<file path="src/hw/rtl/rnc_pkg.sv">
// Package for the RGB normalized convolution filter unit.
// Holds shared constants, register indexes, payload structs and the back-end state type.
// No dependencies.
package rnc_pkg;

	localparam int CH_BITS      = 8;
	localparam int W_BITS       = 8;
	localparam int MAX_K        = 7;
	localparam int LINE_MAX_DEF = 1024;
	localparam int COL_W        = 12;
	localparam int ACC_W        = 24;
	localparam int SUM_W        = 14;
	localparam int CFG_IDX_W    = 2;
	localparam int CFG_DATA_W   = 11;

	// configuration register indexes
	localparam logic [CFG_IDX_W-1:0] CFG_KSIZE = 2'd0;
	localparam logic [CFG_IDX_W-1:0] CFG_WIDTH = 2'd1;

	// item kinds
	localparam logic FUNC_WEIGHT = 1'b0;
	localparam logic FUNC_PIXEL  = 1'b1;

	typedef logic signed [ACC_W-1:0] acc_t;
	typedef logic signed [SUM_W-1:0] sum_t;

	typedef struct packed {
		logic                     func;
		logic [2:0]               weight_row;
		logic [2:0]               weight_col;
		logic signed [W_BITS-1:0] weight_value;
		logic [CH_BITS-1:0]       in_red;
		logic [CH_BITS-1:0]       in_green;
		logic [CH_BITS-1:0]       in_blue;
		logic                     in_frame_end;
	} in_item_t;

	typedef struct packed {
		logic [CH_BITS-1:0] out_red;
		logic [CH_BITS-1:0] out_green;
		logic [CH_BITS-1:0] out_blue;
		logic               out_row_end;
		logic               out_frame_end;
		logic               zero_sum;
		logic               clipped;
	} out_item_t;

	// classified item handed from front to back
	typedef struct packed {
		logic                     is_pixel;
		logic [2:0]               w_row;
		logic [2:0]               w_col;
		logic signed [W_BITS-1:0] w_value;
		logic [CH_BITS-1:0]       red;
		logic [CH_BITS-1:0]       green;
		logic [CH_BITS-1:0]       blue;
		logic [COL_W-1:0]         col;
		logic [2:0]               slot;
		logic [2:0]               km1;
		logic                     fire;
		logic                     row_end;
		logic                     frame_end;
	} q_item_t;

	typedef struct packed {
		logic [CH_BITS-1:0] val;
		logic               clip;
	} chan_res_t;

	typedef enum logic [2:0] {
		ST_IDLE,
		ST_TAPS,
		ST_DRAIN,
		ST_DIV,
		ST_DONE
	} back_state_t;

endpackage

</file>
<file path="src/hw/rtl/rnc_front.sv">
// Front end: configuration registers, raster position tracking and item queue.
// Depends on rnc_pkg.
module rnc_front #(
	parameter int LINE_MAX = rnc_pkg::LINE_MAX_DEF
) (
	input  logic                              clk,
	input  logic                              arst_n,
	input  logic                              cfg_valid,
	output logic                              cfg_ready,
	input  logic [rnc_pkg::CFG_IDX_W-1:0]     cfg_index,
	input  logic [rnc_pkg::CFG_DATA_W-1:0]    cfg_data,
	input  logic                              item_valid,
	output logic                              item_ready,
	input  rnc_pkg::in_item_t                 item,
	output logic                              q_valid,
	input  logic                              q_pop,
	output rnc_pkg::q_item_t                  q_item
);
	import rnc_pkg::*;

	localparam int CW = $clog2(LINE_MAX);

	logic [1:0]            ksel_q;
	logic [CFG_DATA_W-1:0] pw_q;
	logic [CW-1:0]         col_q;
	logic [2:0]            row_q;
	logic [2:0]            slot_q;
	logic [2:0]            km1;
	logic [CW-1:0]         wm1;
	logic [CW-1:0]         eff_col;
	logic                  push;
	q_item_t               entry;
	q_item_t               fifo_q [4];
	logic [1:0]            wp_q;
	logic [1:0]            rp_q;
	logic [2:0]            cnt_q;

	// hold configuration registers
	assign cfg_ready = 1'b1;
	always_ff @(posedge clk or negedge arst_n) begin
		if (!arst_n) begin
			ksel_q <= 2'd0;
			pw_q   <= 11'd1024;
		end else if (cfg_valid) begin
			if (cfg_index == CFG_KSIZE) begin
				ksel_q <= cfg_data[1:0];
			end else if (cfg_index == CFG_WIDTH) begin
				pw_q <= cfg_data;
			end
		end
	end

	// classify the incoming transaction against the current raster position
	always_comb begin
		case (ksel_q)
			2'd0:    km1 = 3'd2;
			2'd1:    km1 = 3'd4;
			default: km1 = 3'd6;
		endcase
		if (pw_q == '0) begin
			wm1 = '0;
		end else if ({2'b00, pw_q} > 13'(LINE_MAX)) begin
			wm1 = CW'(LINE_MAX - 1);
		end else begin
			wm1 = CW'(pw_q - 11'd1);
		end
		eff_col = (col_q > wm1) ? wm1 : col_q;

		entry.is_pixel  = (item.func == FUNC_PIXEL);
		entry.w_row     = item.weight_row;
		entry.w_col     = item.weight_col;
		entry.w_value   = item.weight_value;
		entry.red       = item.in_red;
		entry.green     = item.in_green;
		entry.blue      = item.in_blue;
		entry.col       = COL_W'(eff_col);
		entry.slot      = slot_q;
		entry.km1       = km1;
		entry.fire      = (row_q >= km1) && (eff_col >= CW'(km1));
		entry.row_end   = (eff_col == wm1);
		entry.frame_end = item.in_frame_end;
	end

	assign item_ready = (cnt_q != 3'd4);
	assign push       = item_valid && item_ready;
	assign q_valid    = (cnt_q != 3'd0);
	assign q_item     = fifo_q[rp_q];

	// advance raster counters on each accepted pixel
	always_ff @(posedge clk or negedge arst_n) begin
		if (!arst_n) begin
			col_q  <= '0;
			row_q  <= '0;
			slot_q <= '0;
		end else if (push && entry.is_pixel) begin
			if (item.in_frame_end) begin
				col_q  <= '0;
				row_q  <= '0;
				slot_q <= '0;
			end else if (eff_col == wm1) begin
				col_q  <= '0;
				slot_q <= (slot_q == 3'd6) ? 3'd0 : slot_q + 3'd1;
				if (row_q < 3'd6) begin
					row_q <= row_q + 3'd1;
				end
			end else begin
				col_q <= eff_col + CW'(1);
			end
		end
	end

	// queue pointers
	always_ff @(posedge clk or negedge arst_n) begin
		if (!arst_n) begin
			wp_q  <= '0;
			rp_q  <= '0;
			cnt_q <= '0;
		end else begin
			if (push) begin
				wp_q <= wp_q + 2'd1;
			end
			if (q_pop) begin
				rp_q <= rp_q + 2'd1;
			end
			cnt_q <= cnt_q + {2'b00, push} - {2'b00, q_pop};
		end
	end

	// queue storage
	always_ff @(posedge clk) begin
		if (push) begin
			fifo_q[wp_q] <= entry;
		end
	end

endmodule

</file>
<file path="config.mk">
export PLATFORM = sky130hd
export DESIGN_NAME = rnc_front
export DESIGN_NICKNAME = d
export VERILOG_FILES = /design/src/hw/rtl/rnc_pkg.sv /design/src/hw/rtl/rnc_front.sv
export SDC_FILE = /design/constraint.sdc
export NUM_CORES = 1
export LEC_CHECK = 0
export BUFFER_PORTS_ARGS = -buffer_cell sky130_fd_sc_hd__buf_2
export CORE_AREA = 2 2 198 200
export CTS_CLUSTER_DIAMETER = 60
export DETAILED_ROUTE_END_ITERATION = 16
export DIE_AREA = 0 0 200 202
export MAX_ROUTING_LAYER = met4
export PLACE_DENSITY = 0.56
export SLEW_MARGIN = 20
export SYNTH_ARGS = -nofsm -noshare
export SYNTH_HDL_FRONTEND = slang
export SYNTH_SLANG_ARGS = --single-unit
export TNS_END_PERCENT = 10
</file>
<file path="constraint.sdc">
create_clock -name clk -period 7.8 [get_ports clk]
set_input_delay 0.39 -clock clk [delete_from_list [all_inputs] [get_ports clk]]
set_output_delay 0.39 -clock clk [all_outputs]
set_load 0.005 [all_outputs]
</file>
After elaboration in Yosys (flattened, before gate mapping)
Memory sizes are Yosys's and may differ from the RTL's. Cells that the tools add are included.

Divide/modulo/power cells: 0. Multiplexer cells: 14. Add/subtract/negate cells: 8. $lt $le $gt $ge: 5. Multiply operators: 0. Equal/unequal tests: 5. Shift-type cells: 0. Reduce and logical (&&, ||, !) cells: 13. Bitwise logic cells: 1.

Operators with widths (number): $mux 10 (5); $mux 3 (6); $gt 11x11->1 const B (1); $logic_not 11->1 (1); $add 10x1->10 const B (1); $eq 10x10->1 (1); $ge 10x3->1 (1); $gt 10x10->1 (1); $sub 10x1->10 const B (1); $add 3x1->3 const B (2); $pmux 3 s2 (1); $reduce_and 3->1 (2); $add 2x1->2 const B (2); $eq 2x1->1 const B (2); $logic_not 2->1 (2); $reduce_and 2->1 (2); $reduce_bool 2->1 (2); $add 3x1->3 (1); $eq 3x3->1 const B (1); $ge 3x3->1 (1); $logic_and 1x1->1 (3); $lt 3x3->1 const B (1); $ne 3x3->1 const B (1); $reduce_bool 3->1 (1); other kinds (3) (4).

Memories: 1. Flip-flop bits (word level): 36. ROM bits: 0. Output and inout port bits: 63. Latch bits: 0. Input port bits: 58. Logic and storage cells: 55. RAM bits: 232.

Memory list: fifo_q (depth 4, bits a word 58, rd ports 1, clocked after memory_dff 0, wr ports 1, RTL line rnc_front.sv:33) `q_item_t fifo_q [4];`.

Logic depth before layout (Yosys ltp)
Word-level depth: 8. Gate-level depth with buffers: 23. Gate-level depth less buffers: 19.

Least setup slack after synthesis
No wires, ideal clock.

Path type: reg-to-reg. Start point: register pw_q[0]. End point: memory fifo_q[0][2] (netlist name) (data pin). Data required time: 7.613 ns. Library setup time: 0.187 ns. Path slack: 2.993 ns. Arrival: 4.620 ns. Path buffers: 4. Clock period less this slack: 4.807 ns. Stages on the path, launching flop included: 23. Path through: dfrtp_1 -> clkbuf_1 -> inv_1 -> ha_1 -> or3b_2 -> clkbuf_1 -> o31ai_1 -> a221o_1 -> and2_1 -> ha_1 -> nand4_1 -> nor3_1 -> a211oi_1 -> a32oi_1 -> clkbuf_1 -> clkbuf_1 -> o21a_1 -> inv_1 -> ha_1 -> inv_1 -> o21ai_0 -> o21ai_0 -> a31oi_1.

RTL lines: from (decl) (RTL line rnc_front.sv:24) `logic [CFG_DATA_W-1:0] pw_q;`; from (signal assigned) (RTL line rnc_front.sv:48) `pw_q <= cfg_data;`; to (decl) (RTL line rnc_front.sv:33).

==> flow_summary.ini <==
[critical_path]
cp_max_fo = 23
arrival_ps = 5180
cp-start-kind = register
required_ps = 8070
end_kind = register
critical_path_class = register to register
r2r_slack_ps = 2890

[yosys]
synth_edf_count = 228
ys_ff_latch = 264
yosysWarnings = 0
synth_top_area_share = 0.605
yosysTopAreaCell = edfxtp_1
synthArstFlopShare = 0.136
ys_seq_area_frac = 0.685
synth_cell_types = 71
synth_ff_type = edfxtp_1
syn_area_per_cell_um2 = 17.3
postSynthCellCount = 654
synth_area_leaders = edfxtp_1 (61%), mux4_2 (11%), dfrtp_1 (7.7%)
syn_area_um2 = 11300

[die]
die_h_um = 202
die-area_um2 = 40400
dieWidth_um = 200
start_util = 0.295
num_rows = 72
core-area_um2 = 38300
io_pins = 121

[clocking]
cts_buffers = 30
clk_latency_ps = 580
clockBufferDepth = 3
clk_pin_slew_worst_paths_ps = 60
cts_num_sinks = 264
clock-root-buffer = clkbuf_16
cts_tree = yes
post_cts_buffers = 0
cts_htree_levels = 1

[power]
leakage_nw = 4.76
power_density_nw_per_um2 = 353
max-vdd-ir-drop_v = 0.000154
p_total_mw = 4.80

[timing]
finalSetupTns_ps = 0
slew_headroom = 0.382
max_freq_mhz = 204
hold_viol_final = 0
max_slew.worst_pin.slew_ps = 926
rsz0062_at_grt = false
report.final.slew_viol_count = 0
holdWs_ps = 31.5
finClkSkew_ps = 20.0
finalSetupViolations = 0
fin_crit_ps = 4910
post-route-period-util = 0.629

[cells_and_area]
n_fill_cell = 3614
antenna_cells = 0
final_cell_mix = edfxtp_1 (228), buf_2 (116), mux4_2 (57), dfrtp_1 (33), inv_1 (32)
final_cell_area_um2 = 13600
nets = 867
area_growth_syn_to_layout_pct = 20.1
post-route-util = 0.355
final_common_cell = edfxtp_1
drive_above_1_share = 0.323

[routing]
first_iter_violations = 286
wirelength_um = 23200
avgRoutedWirePerCell_um = 17.5
drc_errors = 0
avgViaCountPerCell = 4.64
via_count = 6155
detail-route-antenna-nets = 0
drtPass1Iterations = 5

[global_routing]
grt_pass1_vias = 6398
grt_max_degree = 58
antenna_found_initial = 0
grt.total_usage = 0.119
overflow = 0
grt_pass1_wl_um = 36400

[placed_design]
routabilityCongestion = 0.809
placed_area_um2 = 12400
dp.final_hpwl_um = 14300
port_buffers = 116

[status]
status = completed

[min_path]
hold_class = input port to register

[run]
max-cap-violations = 0
## worst max-delay path, cell delays in order, from the launching register on
cell and delay (ps):
dfrtp_1 470, or4_4 610, nor3_1 570, nand2_1 150
a211oi_1 340, inv_1 80, ha_1 300, nand4_1 120
nor3_1 270, a211oi_1 110, a32oi_1 160, buf_4 290
mux2_2 430, nor2_1 110, nor4b_1 380, a31oi_1 220
## area by class of cell
class                           instances  area [um2]  share of cell area
Inverter                               32         120             0.00884
Clock inverter                         18         241              0.0178
Tap cell                              518         648              0.0477
Clock buffer                           37         787              0.0579
Timing Repair Buffer                  135         753              0.0555
Sequential cell                       264        7750               0.571
Multi-Input combinational cell        322        3280               0.241
## logic make-up after synthesis
kind of cell	share of synthesized area
buffers and inverters	0.0261
AND/OR/NAND/NOR	0.0523
other	0.000664
XOR/XNOR	0.0124
multiplexers	0.139
adder cells (fa/ha/maj)	0.0281
flip-flops	0.685
AO/OA/AOI/OAI	0.0566
## synthesized netlist by cell type, types with 6 or more instances
library cell,count
xnor2_1,10
o31ai_1,7
nand2_1,24
nor3_1,8
nor3b_1,6
and3_1,8
mux2i_1,6
a211oi_1,7
nand2b_1,7
dfrtp_1,35
buf_1,6
edfxtp_1,228
ha_1,23
inv_1,32
clkbuf_1,24
mux2_2,20
o21ai_0,17
xor2_1,6
mux4_2,57
nor2_1,13
nand3_1,8
a21oi_1,11
## registers in the layout, summed over array words and instances, names as in the netlist
| signal | count |
|---|---|
| pw_q | 11 |
| row_q | 3 |
| col_q | 10 |
| rp_q | 2 |
| wp_q | 2 |
| slot_q | 3 |
| ksel_q | 2 |
| fifo_q | 228 |
| cnt_q | 3 |
## where the power goes
part / total, mW / switching [mW] / internal [mW]
Clock: 1.43 / 0.572 / 0.858
Combinational: 1.31 / 0.683 / 0.626
Sequential: 2.06 / 0.176 / 1.89
## metal layers
layer  part of all wire  track usage  wire length, um
met4              0.030       0.0384              685
met2               0.48        0.194            11200
met5                  0            -                0
met3              0.048       0.0232             1110
met1               0.44        0.149            10200
## path summary, 6_finish.rpt
kind                       cells after the start                       to                 from
max                                           15   fifo_q[3][2]$_DFFE_PP_  pw_q[4]$_DFFE_PN0P_
min                                            1  fifo_q[0][29]$_DFFE_PP_             item[11]
max reg2reg                                   15   fifo_q[3][2]$_DFFE_PP_  pw_q[4]$_DFFE_PN0P_
min reg2reg                                    1       cnt_q[2]$_DFF_PN0_   cnt_q[1]$_DFF_PN0_
max in group asynchronous                      2      rp_q[0]$_DFFE_PN0P_               arst_n
min in group asynchronous                      2      rp_q[0]$_DFFE_PN0P_               arst_n
## through the flow
stage | cells | worst slack [ps]
2_1_floorplan | 656 | 2990
3_3_place_gp | 1259 | 3050
3_5_place_dp | 1259 | 2940
4_1_cts | 1326 | 2900
5_1_grt | 1326 | 2500
6_report | 1326 | 2890
## timing repair
action,in CTS,in global routing
endpoints found under the hold margin,42,0
gates resized for setup,0,0
hold buffers,12,0
No activity file was read; power rests on OpenSTA's default activity.
